## config.mk

```make
export PLATFORM = sky130hd
export DESIGN_NAME = drum_step_sequencer_unit
export DESIGN_NICKNAME = d
export VERILOG_FILES = /design/src/sv/dss_pkg.sv /design/src/sv/drum_step_sequencer_unit.sv /design/src/sv/dss_pattern_rom.sv
export VERILOG_INCLUDE_DIRS = /design/src /design/src/sv
export SDC_FILE = /design/constraint.sdc
export NUM_CORES = 1
export LEC_CHECK = 0
export ABC_CLOCK_PERIOD_IN_PS = 5100
export BUFFER_PORTS_ARGS = -buffer_cell sky130_fd_sc_hd__buf_4
export CELL_PAD_IN_SITES_DETAIL_PLACEMENT = 2
export CELL_PAD_IN_SITES_GLOBAL_PLACEMENT = 2
export CORE_MARGIN = 1.5
export CORE_UTILIZATION = 35
export DETAILED_ROUTE_END_ITERATION = 10
export HOLD_SLACK_MARGIN = 0.05
export PLACE_DENSITY_LB_ADDON = 0.1
export SLEW_MARGIN = 20
export SYNTH_ARGS = -nofsm -noshare
export SYNTH_HDL_FRONTEND = slang
export SYNTH_HIERARCHICAL = 1
export SYNTH_SLANG_ARGS = --single-unit
```

## constraint.sdc

```tcl
create_clock -name clk -period 5.1 [get_ports clk]
set_input_delay 0.51 -clock clk [delete_from_list [all_inputs] [get_ports clk]]
set_output_delay 0.51 -clock clk [all_outputs]
set_load 0.005 [all_outputs]
```

## src/sv/drum_step_sequencer_unit_macros.svh

```systemverilog
// Assertion macros for the drum step sequencer unit.
`ifndef DRUM_STEP_SEQUENCER_UNIT_MACROS_SVH
`define DRUM_STEP_SEQUENCER_UNIT_MACROS_SVH
`ifndef NO_ASSERTIONS
`define DSS_ASSERT_HOLD(lbl, cond, msg) \
  lbl: assert property (@(posedge clk) disable iff (!rst_n) (cond)) else $error(msg);
`define DSS_ASSERT_IMPL(lbl, ante, cons, msg) \
  lbl: assert property (@(posedge clk) disable iff (!rst_n) (ante) |-> (cons)) else $error(msg);
`else
`define DSS_ASSERT_HOLD(lbl, cond, msg)
`define DSS_ASSERT_IMPL(lbl, ante, cons, msg)
`endif
`endif

```

## src/sv/dss_pkg.sv

```systemverilog
// Shared types, constants and pattern table of the drum step sequencer.
package dss_pkg;

  localparam int NUM_TRACKS = 4;
  localparam int STEP_W     = 5;
  localparam int LEN_W      = 6;
  localparam int PAT_W      = 4;
  localparam int PULSE_W    = 8;
  localparam int GATE_CNT_W = 16;
  localparam int ADDR_W     = 3;

  typedef enum logic {
    REG_PULSES_PER_STEP = 1'b0,
    REG_GATE_LENGTH     = 1'b1
  } reg_idx_t;

  typedef struct packed {
    logic             req_type;
    logic             clock_level;
    logic             reset_level;
    logic [PAT_W-1:0] pattern_id;
  } in_beat_t;

  typedef struct packed {
    logic              kick_gate;
    logic              snare_gate;
    logic              hihat_gate;
    logic              ghost_gate;
    logic [STEP_W-1:0] step_now;
  } out_beat_t;

  typedef struct packed {
    logic              en;
    logic [PAT_W-1:0]  pat;
    logic [STEP_W-1:0] step;
  } rom_req_t;

  function automatic logic [LEN_W-1:0] pat_len(input logic [PAT_W-1:0] id);
    logic [LEN_W-1:0] len;
    unique case (id)
      4'd5:    len = 6'd32;
      4'd7:    len = 6'd24;
      default: len = 6'd16;
    endcase
    return len;
  endfunction

  // bit 0 kick, 1 snare, 2 hihat, 3 ghost
  function automatic logic [NUM_TRACKS-1:0] pat_hits(input logic [PAT_W-1:0] id,
                                                     input logic [STEP_W-1:0] step);
    logic [NUM_TRACKS-1:0][31:0] m;
    logic [NUM_TRACKS-1:0]       h;
    unique case (id)
      4'd0:    m = {32'h0000, 32'h5555, 32'h1010, 32'h0401};
      4'd1:    m = {32'h0000, 32'h5555, 32'h4010, 32'h0401};
      4'd2:    m = {32'hA280, 32'h5555, 32'h0410, 32'h0001};
      4'd3:    m = {32'hA000, 32'h5555, 32'h0410, 32'h0101};
      4'd4:    m = {32'h0000, 32'h5555, 32'h1000, 32'h0041};
      4'd5:    m = {32'h00000000, 32'h55555555, 32'h01111110, 32'h40000001};
      4'd6:    m = {32'h0000, 32'h5555, 32'h0100, 32'h0001};
      4'd7:    m = {32'h000000, 32'h555555, 32'h040040, 32'h041041};
      4'd8:    m = {32'h0040, 32'h5555, 32'h1290, 32'h0401};
      4'd9:    m = {32'h0808, 32'h5D5D, 32'h1010, 32'h2121};
      default: m = '0;
    endcase
    for (int t = 0; t < NUM_TRACKS; t++) begin
      h[t] = m[t][step];
    end
    return h;
  endfunction

endpackage

```

## src/sv/drum_step_sequencer_unit.sv

```systemverilog
// Top level of the four-track drum step sequencer with clock divider.
//
//  channel | direction | handshake          | payload
//  in_     | input     | in_valid/in_stall  | in_data  (in_beat_t)
//  out_    | output    | out_valid/out_stall| out_data (out_beat_t)
//  cfg     | input     | psel/penable/pready| paddr, pwdata, prdata
//
// One beat per cycle while in_stall is low; sample beats raise out_valid.
// Latency is set by the registered pattern ROM read and the output register.
// Pattern change beats update the queue only and give no result.
// rst_n is synchronous: counters, queue and gates clear at once.
// in_stall rises only while the ROM stage and the output register are both full
// and out_stall is high.
module drum_step_sequencer_unit (
  input  logic                          clk,
  input  logic                          rst_n,
  input  logic                          in_valid,
  output logic                          in_stall,
  input  dss_pkg::in_beat_t             in_data,
  output logic                          out_valid,
  input  logic                          out_stall,
  output dss_pkg::out_beat_t            out_data,
  input  logic                          psel,
  input  logic                          penable,
  input  logic                          pwrite,
  input  logic [dss_pkg::ADDR_W-1:0]    paddr,
  input  logic [31:0]                   pwdata,
  output logic [31:0]                   prdata,
  output logic                          pready
);
  import dss_pkg::*;

  logic [PULSE_W-1:0]    pps_r;
  logic [GATE_CNT_W-1:0] gate_len_r;
  logic                  cfg_wr;
  reg_idx_t              cfg_idx;

  logic                  clk_prev_r, clk_prev_nxt;
  logic                  rst_prev_r, rst_prev_nxt;
  logic [PULSE_W-1:0]    pulse_r, pulse_nxt, pulse_inc;
  logic [STEP_W-1:0]     step_r, step_nxt;
  logic [PAT_W-1:0]      active_r, active_nxt;
  logic                  pend_r, pend_nxt;
  logic [PAT_W-1:0]      pend_pat_r, pend_pat_nxt;
  logic                  adv;

  logic                  in_acc;
  logic                  tick;
  rom_req_t              rom_req;
  logic [NUM_TRACKS-1:0] hits;

  logic                  s1_valid_r;
  logic                  s1_adv_r;
  logic [STEP_W-1:0]     s1_step_r;
  logic                  s1_move;

  logic [NUM_TRACKS-1:0][GATE_CNT_W-1:0] gate_r;
  logic [NUM_TRACKS-1:0][GATE_CNT_W-1:0] gate_nxt;
  logic [NUM_TRACKS-1:0][GATE_CNT_W-1:0] gate_cur;
  logic [NUM_TRACKS-1:0]                 gate_on;
  logic                  out_valid_r;
  out_beat_t             out_data_r;

  assign pready  = 1'b1;
  assign cfg_wr  = psel && penable && pwrite && pready;
  assign cfg_idx = reg_idx_t'(paddr[2]);

  always_comb begin
    unique case (cfg_idx)
      REG_PULSES_PER_STEP: prdata = {24'd0, pps_r};
      REG_GATE_LENGTH:     prdata = {16'd0, gate_len_r};
      default:             prdata = '0;
    endcase
  end

  always_ff @(posedge clk) begin
    if (!rst_n) begin
      pps_r      <= PULSE_W'(6);
      gate_len_r <= GATE_CNT_W'(480);
    end else if (cfg_wr) begin
      unique case (cfg_idx)
        REG_PULSES_PER_STEP: pps_r      <= pwdata[PULSE_W-1:0];
        REG_GATE_LENGTH:     gate_len_r <= pwdata[GATE_CNT_W-1:0];
        default: ;
      endcase
    end
  end

  assign s1_move  = s1_valid_r && (!out_valid_r || !out_stall);
  assign in_stall = s1_valid_r && !s1_move;
  assign in_acc   = in_valid && !in_stall;
  assign tick     = in_acc && !in_data.req_type;

  // counters, pattern queue and step advance
  always_comb begin
    clk_prev_nxt = clk_prev_r;
    rst_prev_nxt = rst_prev_r;
    pulse_nxt    = pulse_r;
    pulse_inc    = '0;
    step_nxt     = step_r;
    active_nxt   = active_r;
    pend_nxt     = pend_r;
    pend_pat_nxt = pend_pat_r;
    adv          = 1'b0;
    if (in_acc && in_data.req_type) begin
      pend_pat_nxt = in_data.pattern_id;
      pend_nxt     = 1'b1;
    end else if (tick) begin
      if (in_data.reset_level && !rst_prev_r) begin
        step_nxt  = '0;
        pulse_nxt = '0;
      end
      rst_prev_nxt = in_data.reset_level;
      if (in_data.clock_level && !clk_prev_r) begin
        pulse_inc = pulse_nxt + PULSE_W'(1);
        if (pulse_inc >= pps_r) begin
          adv       = 1'b1;
          pulse_nxt = '0;
          if ({1'b0, step_nxt} + LEN_W'(1) >= pat_len(active_r)) begin
            step_nxt = '0;
          end else begin
            step_nxt = step_nxt + STEP_W'(1);
          end
          if (step_nxt == '0 && pend_r) begin
            active_nxt = pend_pat_r;
            pend_nxt   = 1'b0;
          end
        end else begin
          pulse_nxt = pulse_inc;
        end
      end
      clk_prev_nxt = in_data.clock_level;
    end
  end

  always_ff @(posedge clk) begin
    if (!rst_n) begin
      clk_prev_r <= 1'b0;
      rst_prev_r <= 1'b0;
      pulse_r    <= '0;
      step_r     <= '0;
      active_r   <= '0;
      pend_r     <= 1'b0;
      pend_pat_r <= '0;
    end else begin
      clk_prev_r <= clk_prev_nxt;
      rst_prev_r <= rst_prev_nxt;
      pulse_r    <= pulse_nxt;
      step_r     <= step_nxt;
      active_r   <= active_nxt;
      pend_r     <= pend_nxt;
      pend_pat_r <= pend_pat_nxt;
    end
  end

  assign rom_req.en   = tick && adv;
  assign rom_req.pat  = active_nxt;
  assign rom_req.step = step_nxt;

  dss_pattern_rom u_rom (
    .clk    (clk),
    .req    (rom_req),
    .hits_r (hits)
  );

  always_ff @(posedge clk) begin
    if (!rst_n) begin
      s1_valid_r <= 1'b0;
    end else if (in_acc) begin
      s1_valid_r <= tick;
    end else if (s1_move) begin
      s1_valid_r <= 1'b0;
    end
  end

  always_ff @(posedge clk) begin
    if (tick) begin
      s1_adv_r  <= adv;
      s1_step_r <= step_nxt;
    end
  end

  // load on advance, then count down
  always_comb begin
    for (int t = 0; t < NUM_TRACKS; t++) begin
      gate_cur[t] = s1_adv_r ? (hits[t] ? gate_len_r : '0) : gate_r[t];
      gate_on[t]  = gate_cur[t] != '0;
      gate_nxt[t] = gate_on[t] ? gate_cur[t] - GATE_CNT_W'(1) : gate_cur[t];
    end
  end

  always_ff @(posedge clk) begin
    if (!rst_n) begin
      gate_r      <= '0;
      out_valid_r <= 1'b0;
    end else if (s1_move) begin
      gate_r      <= gate_nxt;
      out_valid_r <= 1'b1;
    end else if (!out_stall) begin
      out_valid_r <= 1'b0;
    end
  end

  always_ff @(posedge clk) begin
    if (s1_move) begin
      out_data_r.kick_gate  <= gate_on[0];
      out_data_r.snare_gate <= gate_on[1];
      out_data_r.hihat_gate <= gate_on[2];
      out_data_r.ghost_gate <= gate_on[3];
      out_data_r.step_now   <= s1_step_r;
    end
  end

  assign out_valid = out_valid_r;
  assign out_data  = out_data_r;

`include "drum_step_sequencer_unit_macros.svh"

  `DSS_ASSERT_IMPL(a_stall_needs_beat, in_stall, s1_valid_r, "input stalled with empty stage")
  `DSS_ASSERT_HOLD(a_step_in_range, {1'b0, step_r} < pat_len(active_r), "step beyond pattern")
  `DSS_ASSERT_IMPL(a_load_at_wrap, $fell(pend_r), step_r == '0, "pattern loaded off step 0")

endmodule

```

## src/sv/dss_pattern_rom.sv

```systemverilog
// Synchronous pattern ROM: one registered read of four track bits per cycle while req.en is high.
module dss_pattern_rom (
  input  logic                             clk,
  input  dss_pkg::rom_req_t                req,
  output logic [dss_pkg::NUM_TRACKS-1:0]   hits_r
);
  import dss_pkg::*;

  always_ff @(posedge clk) begin
    if (req.en) begin
      hits_r <= pat_hits(req.pat, req.step);
    end
  end

endmodule
```

== Word level (Yosys, flattened, before mapping) ==
Memory sizes are Yosys's and may differ from the RTL's.
Index checks and enable logic that the tools add are counted.
Storage, ports and cells
  input bits: 49
  output and inout port bits: 44
  register bits after elaboration: 133
  memory bits (read-only): 736
  word-level logic and storage cells: 134
  memories kept: 1
Memories
  (name not given): depth 16, width 46, rd ports 1, clocked after memory_dff 0, wr ports 0, RTL line dss_pkg.sv:53  | unique case (id)
Cells by class
  muxes and demuxes: 62
  reductions and logical operators: 33
  add/sub/neg operators: 7
  $lt $le $gt $ge: 3
  equal/unequal tests: 3
  bitwise operators: 2
Operators with widths (count)
  $mux 16: 12
  $mux 128: 1
  $pmux 32 s2: 1
  $reduce_bool 16->1: 4
  $sub 16x1->16 const B: 4
  $mux 5: 12
  $mux 8: 5
  $mux 6: 4
  $bmux 1 s5: 4
  $mux 4: 5
  $mux 1: 17
  $pmux 6 s2: 1
  $logic_and 1x1->1: 11
  $reduce_bool 2->1: 5
  $add 8x1->8 const B: 1
  $eq 4x3->1 const B: 2
  $ge 8x8->1: 1
  $logic_not 1->1: 7
  $add 5x1->6 const B: 1
  $ge 6x6->1: 1
  $lt 5x6->1 const B: 1
  $reduce_and 2->1: 3
  $add 5x1->5 const B: 1
  $logic_not 5->1: 1
  4 further kinds: 5

== Longest topological paths before layout ==
Gate-level depths: netlist of run 1.
An unclocked memory read counts as a cell.
  depth after elaboration: 33
  depth in mapped cells: 21
  gate-level depth less buffers: 20

== Hierarchy ==
The synthesis of run 1 kept the hierarchy.
Modules (own cells, without submodules)
  drum_step_sequencer_unit: sequential area each 2732.6 µm², cells an instance 1080, area each 8254.2 µm², instances 1
  dss_pattern_rom: sequential area each 120.1 µm², cells an instance 86, area each 620.6 µm², instances 1

== Worst setup path before layout of run 1 ==
Ideal clock, no wire load.
  path type: input to register
  start: input in_data[4] (netlist name)
  end: register u_rom/hits_r[1] (netlist name), data pin
  arrival time: 4.409 ns
  data required time: 4.952 ns
  path buffers: 1
  library setup time: 0.148 ns
  stages on the path: 21
  setup slack: 0.543 ns
  path through: nand2b_1 and2_1 ha_1 nand3_1 xor2_1 nor2_1 ha_1 and4_1 o21ai_0 o221ai_1 nand3_1 a211oi_4 mux2_2 inv_1 ha_1 clkbuf_1 nand2_1 o41ai_1 a21oi_1 nor3_1 a2bb2oi_1
On the way
  word-level cells in the longest chain between the ends: 22
  elaborated cells between the ends (all ways): 32
  classes of those cells: add/sub: 3; order compare: 2; mux: 23; reduce/logical: 3; memory: 1
Ends and longest elaborated chain
  from (decl): RTL line drum_step_sequencer_unit.sv:19  | input dss_pkg::in_beat_t in_data,
  $logic_and 1x1->1 *: RTL line drum_step_sequencer_unit.sv:109  | if (in_data.reset_level && !rst_prev_r) begin
  $mux 5: RTL line drum_step_sequencer_unit.sv:109
  $mux 5: RTL line drum_step_sequencer_unit.sv:108  | end else if (tick) begin
  $mux 5: RTL line drum_step_sequencer_unit.sv:105  | if (in_acc && in_data.req_type) begin
  $add 5x1->6: RTL line drum_step_sequencer_unit.sv:119  | if ({1'b0, step_nxt} + LEN_W'(1) >= pat_len(active_r)) begin
  $ge 6x6->1: RTL line drum_step_sequencer_unit.sv:119
  $mux 5: RTL line drum_step_sequencer_unit.sv:119
  $mux 5: RTL line drum_step_sequencer_unit.sv:116  | if (pulse_inc >= pps_r) begin
  (+7 left out)
  $mux 4 *: RTL line drum_step_sequencer_unit.sv:114  | if (in_data.clock_level && !clk_prev_r) begin
  $mux 4 *: RTL line drum_step_sequencer_unit.sv:108
  $mux 4 *: RTL line drum_step_sequencer_unit.sv:105
  via active_nxt[1]: RTL line drum_step_sequencer_unit.sv:42  | logic [PAT_W-1:0] active_r, active_nxt;
  $mem_v2 16x46 *
  $mux 128 *: RTL line dss_pattern_rom.sv:10  | if (req.en) begin
  $bmux 1 s5 *: RTL line dss_pkg.sv:67  | h[t] = m[t][step];
  $mux 1 (implied by the code) *: RTL line dss_pkg.sv:67
  to (signal assigned): RTL line dss_pattern_rom.sv:11  | hits_r <= pat_hits(req.pat, req.step);
  to (decl): RTL line dss_pattern_rom.sv:5  | output logic [dss_pkg::NUM_TRACKS-1:0] hits_r
Mark *: on every way through the listed nets, which the timed path passes. The rest lies on a longest branch. The select of a mux whose other input is x is not followed.
A chain may end at the register's enable or synchronous reset.

== Worst setup path in the final report of run 1 ==
  start: register rst_prev_r
  end: register u_rom/hits_r[1] (netlist name), data pin
On the way
  word-level cells in the longest chain between the ends: 23
  elaborated cells between the ends (all ways): 33
  classes of those cells: add/sub: 3; order compare: 2; mux: 23; reduce/logical: 4; memory: 1
Ends and longest elaborated chain
  from (decl): RTL line drum_step_sequencer_unit.sv:39  | logic rst_prev_r, rst_prev_nxt;
  from (signal assigned): RTL line drum_step_sequencer_unit.sv:147  | rst_prev_r <= rst_prev_nxt;
  $logic_not 1->1 *: RTL line drum_step_sequencer_unit.sv:109
  $logic_and 1x1->1 *: RTL line drum_step_sequencer_unit.sv:109
  $mux 5: RTL line drum_step_sequencer_unit.sv:109
  $mux 5: RTL line drum_step_sequencer_unit.sv:108
  $mux 5: RTL line drum_step_sequencer_unit.sv:105
  $add 5x1->6: RTL line drum_step_sequencer_unit.sv:119
  $ge 6x6->1: RTL line drum_step_sequencer_unit.sv:119
  $mux 5: RTL line drum_step_sequencer_unit.sv:119
  (+8 left out)
  $mux 4 *: RTL line drum_step_sequencer_unit.sv:114
  $mux 4 *: RTL line drum_step_sequencer_unit.sv:108
  $mux 4 *: RTL line drum_step_sequencer_unit.sv:105
  via active_nxt[2]: RTL line drum_step_sequencer_unit.sv:42
  $mem_v2 16x46 *
  $mux 128 *: RTL line dss_pattern_rom.sv:10
  $bmux 1 s5 *: RTL line dss_pkg.sv:67
  $mux 1 (implied by the code) *: RTL line dss_pkg.sv:67
Marked as above.

==> impl_metrics.json, run 1 <==
{
  "status": "complete, no violations",
  "fin_nets": 1254,
  "relSlewSlack": 0.346,
  "skew_ns": 0.0116,
  "final.fill_count": 2934,
  "drc_errors": 0,
  "synth_top_family_by_area": "simple AND/OR/NAND/NOR gates",
  "worstSetupPathType": "reg -> reg",
  "regArea_um2": 2850,
  "via_count": 8838,
  "synth_compound_area_frac": 0.256,
  "grt_overflow": 0,
  "clk_path_buf_depth": 2,
  "async_flop_share": 0,
  "avgViaCountPerCell": 5.79,
  "post_cts_resized": 0,
  "max-vdd-ir-drop_v": 0.000181,
  "p_sw_mw": 1.06,
  "synth_edf_count": 19,
  "crit_path_max_fanout": 13,
  "crit_path_end_kind": "flip-flop",
  "tritoncts": "done",
  "whs_path_depth": 3,
  "die_width_um": 162,
  "hold_viol_final": 0,
  "clkPwrFrac": 0.390,
  "ys_seq_elements": 133,
  "rsz0062_at_grt": "no",
  "avgSynthCellArea_um2": 7.61,
  "fin_crit_ns": 4.65,
  "ios": 93,
  "r2r_cells": 18,
  "cap_violations": 0,
  "first_global_vias": 9445,
  "power_density_nw_per_um2": 318,
  "gr-usage-all-layers": 0.253,
  "intPower_mw": 2.15,
  "antenna_left": 0,
  "switching_share": 0.331,
  "start_util": 0.354,
  "area.growth.synth_to_final_pct": 13.7,
  "die_h_um": 162,
  "synthAdderAreaFrac": 0.0296,
  "yosysSeqAreaShare": 0.321,
  "startpoint": "rst_prev_r",
  "grt_max_degree": 59,
  "worstPathRequired_ns": 5.37,
  "critPathLaunchType": "flip-flop",
  "ctsHoldBuffers": 0,
  "cts-buffers-inserted": 17,
  "cts_num_sinks": 133,
  "synth_warnings": 6,
  "min_from": "pwdata[8]",
  "synth_mux_area_frac": 0.0297,
  "timing.hold.ws_ns": 0.299,
  "hp-class": "in -> reg",
  "drive_above_1_share": 0.117,
  "fin_setup_tns_ns": 0,
  "p_total_mw": 3.21,
  "tightestPinTransition_ns": 0.976,
  "cts.reportedPaths.clkPinSlew_ns": 0.06,
  "diodes": 0,
  "multi_input_area_um2": 5420,
  "setup_viol": 0,
  "crit_arrival_ns": 4.93,
  "drt-pass1-iter-count": 4,
  "p_seq_frac": 0.372,
  "gp_congestion": 0.781,
  "core_um2": 25000,
  "root_buffer": "clkbuf_16",
  "clock.fmax_mhz": 215,
  "die_area_um2": 26300,
  "ys_types": 73,
  "rows": 58,
  "combPwrFrac": 0.238,
  "synth_xor_area_frac": 0.0276,
  "antenna_found_initial": 0,
  "power.leakage_nw": 3.87,
  "port_buffers": 57,
  "drt_iter0_markers": 357,
  "wl_per_cell_um": 21.2,
  "netlist_area_um2": 8870,
  "htreeDepth": 4,
  "synthFlopType": "dfxtp_1",
  "worstReg2RegStart": "rst_prev_r",
  "routed_wl_mm": 32.3,
  "syn_inst": 1166,
  "post-dp-hpwl_mm": 22.0,
  "synthSimpleGateAreaFrac": 0.261,
  "grt_pass1_wl_mm": 52.3,
  "clkLatencyLatePin_ns": 0.43,
  "slew_violations": 0,
  "post_cts_buffers": 0,
  "period_share": 0.912
}
==> critical path, stage by stage, from the launching register on <==
cell and delay [ns]:
dfxtp_1 0.32, nand2b_1 0.18, and2_1 0.20, ha_1 0.26, nand3_1 0.12, xor2_1 0.15, nor2_1 0.07, ha_1 0.31
and4_1 0.20, o21ai_0 0.11, o221ai_1 0.29, nand3_1 0.20, a211oi_4 0.40, mux2_2 0.50, o21a_1 0.20, nor3_1 0.37
a21oi_1 0.18, nor3_1 0.23, a2bb2oi_1 0.21
==> area by class of cell <==
type,count,area share
flip-flops and latches,133,0.283
clock buffers,20,0.0465
clock inverters,12,0.0115
repair buffers,85,0.0632
well taps,330,0.0409
inverters,49,0.0182
multi-input cells,898,0.537
==> placed cells by master (no fill, tap or decap), drive strengths merged, types with 16 or more instances in the layout <==
master    n
ha       21
conb     17
buf      85
a211oi   17
o21bai   17
nand3    68
o211ai   22
edfxtp   19
nand4    16
dfxtp   114
nor3     25
nor2b    47
nand2   135
xor2     18
o21ai    82
nor2     82
a31oi    44
clkbuf   20
a21oi    59
inv      52
==> stage by stage <==
| stage | setup slack (ns) | utilization | cells | instance area, um^2 |
|---|---|---|---|---|
| after floorplan | 0.543 | - | 1181 | 8930 |
| after global placement | 0.298 | 0.380 | 1495 | 9510 |
| after detailed placement | 0.154 | 0.380 | 1495 | 9510 |
| after CTS | 0.399 | 0.403 | 1527 | 10100 |
| after global routing | 0.0463 | 0.403 | 1527 | 10100 |
| final | 0.447 | 0.403 | 1527 | 10100 |
==> state kept, by name, summed over array words and instances (netlist names) <==
name	flops
pend_r	1
gate_r	64
out_valid	1
s1_step_r	5
gate_len_r	16
s1_valid_r	1
rst_prev_r	1
pend_pat_r	4
step_r	5
pps_r	8
out_data	9
s1_adv_r	1
pulse_r	8
active_r	4
clk_prev_r	1
u_rom/hits_r	4
==> final timing paths <==
| check | slack [ns] | end |
|---|---|---|
| max | 0.45 | u_rom/hits_r[1] |
| min | 0.30 | gate_len_r[8] |
| max reg2reg | 0.45 | u_rom/hits_r[1] |
| min reg2reg | 0.43 | out_data[4] |
==> power groups by stage <==
stage	registers, mW	logic, mW	clock network [mW]
global route	1.20	0.854	1.32
global placement	1.21	0.742	0
floorplan	1.19	0.557	0
detailed placement	1.21	0.758	0
CTS	1.19	0.769	1.28
finish	1.19	0.763	1.25
==> cell usage after synthesis (11+ instances only) <==
cell	count	share of area
dfxtp_1	114	0.26
clkbuf_1	57	0.024
nor2_1	82	0.035
nor2b_1	47	0.033
mux2i_1	14	0.016
a211oi_1	16	0.014
o22ai_1	13	0.0092
o21ai_0	78	0.044
and2_1	15	0.011
and3_1	13	0.0092
nand3_1	67	0.038
nand2_1	135	0.057
nor3_1	25	0.014
buf_4	19	0.016
a21oi_1	59	0.033
mux2_2	11	0.014
ha_1	21	0.030
xor2_1	18	0.018
nand2b_1	15	0.011
o211ai_1	22	0.019
o21bai_1	17	0.014
edfxtp_1	19	0.064
inv_1	47	0.020
nand4_1	16	0.011
a31oi_1	44	0.031
buf_2	20	0.011
==> metal layers <==
| layer | global-route usage | vias up | wire [um] |
|---|---|---|---|
| met4 | 0.0726 | 0 | 472 |
| met2 | 0.461 | 95 | 16600 |
| li1 | - | 4256 | - |
| met5 | 0 | - | 0 |
| met3 | 0.0314 | 29 | 640 |
| met1 | 0.311 | 4458 | 14600 |
==> kinds of logic after synthesis <==
| kind of cell | count (synthesis) |
|---|---|
| DFF | 133 |
| and+or+nand+nor | 464 |
| other | 2 |
| buffers and inverters | 150 |
| adders and majority gates | 21 |
| muxes | 25 |
| xor gates and xnor gates | 28 |
| AOI/OAI and AO/OA | 343 |
Note: power is estimated with default switching activity, not from simulation.
==> run 2: changes to the inputs <==
--- a/config.mk
+++ b/config.mk
@@ -8,10 +8,8 @@
 export LEC_CHECK = 0
 export ABC_CLOCK_PERIOD_IN_PS = 5100
 export BUFFER_PORTS_ARGS = -buffer_cell sky130_fd_sc_hd__buf_4
-export CELL_PAD_IN_SITES_DETAIL_PLACEMENT = 2
-export CELL_PAD_IN_SITES_GLOBAL_PLACEMENT = 2
 export CORE_MARGIN = 1.5
-export CORE_UTILIZATION = 35
+export CORE_UTILIZATION = 47
 export DETAILED_ROUTE_END_ITERATION = 10
 export HOLD_SLACK_MARGIN = 0.05
 export PLACE_DENSITY_LB_ADDON = 0.1
==> run 2 against run 1 <==
Critical path type unchanged. Via count decreased by 3.2%. Clock skew hardly changed. Wire length down 21%. Register-to-register slack gained 0.07 ns. Non-clock buffer count shrank 5. Sequential power about the same. Fmax increased by 1.4%. Flip-flop and latch count unchanged. Die area decreased by 25%.
==> impl_metrics.json, run 2 (synthesis results as in run 1) <==
{
  "clock.fmax_mhz": 218,
  "largest_register_ffs": 64,
  "root_buffer": "clkbuf_16",
  "gr-usage-all-layers": 0.261,
  "post-dp-hpwl_mm": 16.7,
  "crit_path_end_kind": "flip-flop",
  "slew_violations": 0,
  "start_util": 0.478,
  "drt-pass1-iter-count": 5,
  "path_common_cell": "ha_1",
  "grt_overflow": 0,
  "clkPwrFrac": 0.387,
  "area.growth.synth_to_final_pct": 11.9,
  "clkLatencyLatePin_ns": 0.43,
  "max_stage_delay_ns": 0.36,
  "post_cts_buffers": 0,
  "crit_path_max_fanout": 5,
  "startpoint": "rst_prev_r",
  "critPathLaunchType": "flip-flop",
  "tightestPinTransition_ns": 1.11,
  "placed_area_um2": 9360,
  "gp_congestion": 0.826,
  "final_cell_mix": "135 x nand2_1, 114 x dfxtp_1, 81 x nor2_1",
  "hold_viol_final": 0,
  "crit_arrival_ns": 4.80,
  "setup_viol": 0,
  "first_global_vias": 7873,
  "timing.hold.ws_ns": 0.288,
  "grt_pass1_wl_mm": 41.0,
  "via_count": 8553,
  "cts.reportedPaths.clkPinSlew_ns": 0.07,
  "fin_crit_ns": 4.59,
  "relSlewSlack": 0.256,
  "cts_num_sinks": 133,
  "power_density_nw_per_um2": 314,
  "htreeDepth": 4,
  "grt_max_degree": 86,
  "avgViaCountPerCell": 6.00,
  "wl_per_cell_um": 17.8,
  "p_sw_mw": 1.01,
  "ctsHoldBuffers": 0,
  "power.leakage_nw": 3.81,
  "die_width_um": 140,
  "tritoncts": "done",
  "status": "complete, no violations",
  "worstPathRequired_ns": 5.32,
  "routed_wl_mm": 25.4,
  "port_buffers": 57,
  "final_common_cell": "nand2_1",
  "switching_share": 0.325,
  "core_um2": 18600,
  "p_seq_frac": 0.382,
  "cp.buffers_inverters": 2,
  "drt_iter0_markers": 503,
  "fin_nets": 1249,
  "cap_violations": 0,
  "diodes": 0,
  "cp_top_family": "simple AND/OR/NAND/NOR gates",
  "crit_path_cell_trace": "nand2b_1, and2_1, ha_1, nand3_1, xor2_1, nor2_1, ha_1, and4_1, o21ai_0, o221ai_1, nand3_1, a211oi_4, buf_4, mux2_2, inv_1, ha_1, nor3b_1, a31oi_1, o21ai_1, a32oi_1, nor3_1",
  "post_cts_resized": 0,
  "top_register": "gate_r",
  "antenna_found_initial": 0,
  "intPower_mw": 2.11,
  "die_area_um2": 19700,
  "min_from": "pwdata[7]",
  "final.fill_count": 1792,
  "drc_errors": 0,
  "antenna_left": 0,
  "cts-buffers-inserted": 17,
  "cpMaxStageDelayCell": "mux2_2",
  "hp-class": "in -> reg",
  "clk_path_buf_depth": 2,
  "rows": 50,
  "worstReg2RegStart": "rst_prev_r",
  "die_h_um": 140,
  "final_cells": 1426,
  "period_share": 0.899,
  "dp_cells": 1394,
  "skew_ns": 0.0119,
  "fin_setup_tns_ns": 0,
  "ios": 93,
  "worstSetupPathType": "reg -> reg",
  "max-vdd-ir-drop_v": 0.000232,
  "combPwrFrac": 0.231,
  "drive_above_1_share": 0.110,
  "design_area_um2": 9930,
  "rsz0062_at_grt": "no"
}
-- run 2: cell count changes in the layout (fill, tap and decap cells not counted), sizes merged --
cell,previous run,this run
clkbuf,20,18
inv,52,54
clkinv,8,5
buf,85,80
clkinvlp,0,3
-- run 2: worst min-delay path: cells and delay by family --
kind | cells | cell delay, ns
buffers and inverters | 1 | 0.08
AND/OR/NAND/NOR | 2 | 0.10
-- run 2: power groups by stage --
stage                     Clock, mW  Combinational [mW]  Sequential, mW
after floorplan                   0               0.557            1.19
after global placement            0               0.704            1.21
after detailed placement          0               0.710            1.21
after CTS                      1.23               0.715            1.19
after global routing           1.28               0.796            1.20
final                          1.21               0.722            1.19
-- run 2: routing by layer --
| metal | up-vias | track usage | routed length [um] |
|---|---|---|---|
| li1 | 4245 | - | - |
| met1 | 4016 | 0.338 | 11500 |
| met2 | 257 | 0.426 | 11800 |
| met3 | 35 | 0.0609 | 1580 |
| met4 | 0 | 0.0903 | 538 |
| met5 | - | 0 | 0 |
-- run 2: through the flow --
stage / power [mW] / worst slack (ns) / util
2_1_floorplan: 1.74 / 0.543 / -
3_3_place_gp: 1.92 / 0.360 / 0.504
3_5_place_dp: 1.92 / 0.312 / 0.504
4_1_cts: 3.13 / 0.560 / 0.535
5_1_grt: 3.27 / 0.130 / 0.535
6_report: 3.12 / 0.513 / 0.535
-- run 2: area by class of cell --
cell class	instances	area [um^2]	share of cell area
Clock buffer	18	429	0.0432
Inverter	49	184	0.0185
Timing Repair Buffer	80	613	0.0617
Clock inverter	14	140	0.0141
Tap cell	234	293	0.0295
Sequential cell	133	2850	0.287
Multi-Input combinational cell	898	5420	0.546
-- run 2: worst paths after layout --
check / to / slack (ns) / cells after the start
setup / recovery: u_rom/hits_r[3] / 0.51 / 21
hold / removal: gate_len_r[7] / 0.29 / 3
setup reg to reg: u_rom/hits_r[3] / 0.51 / 21
hold reg to reg: out_data[4] / 0.42 / 0
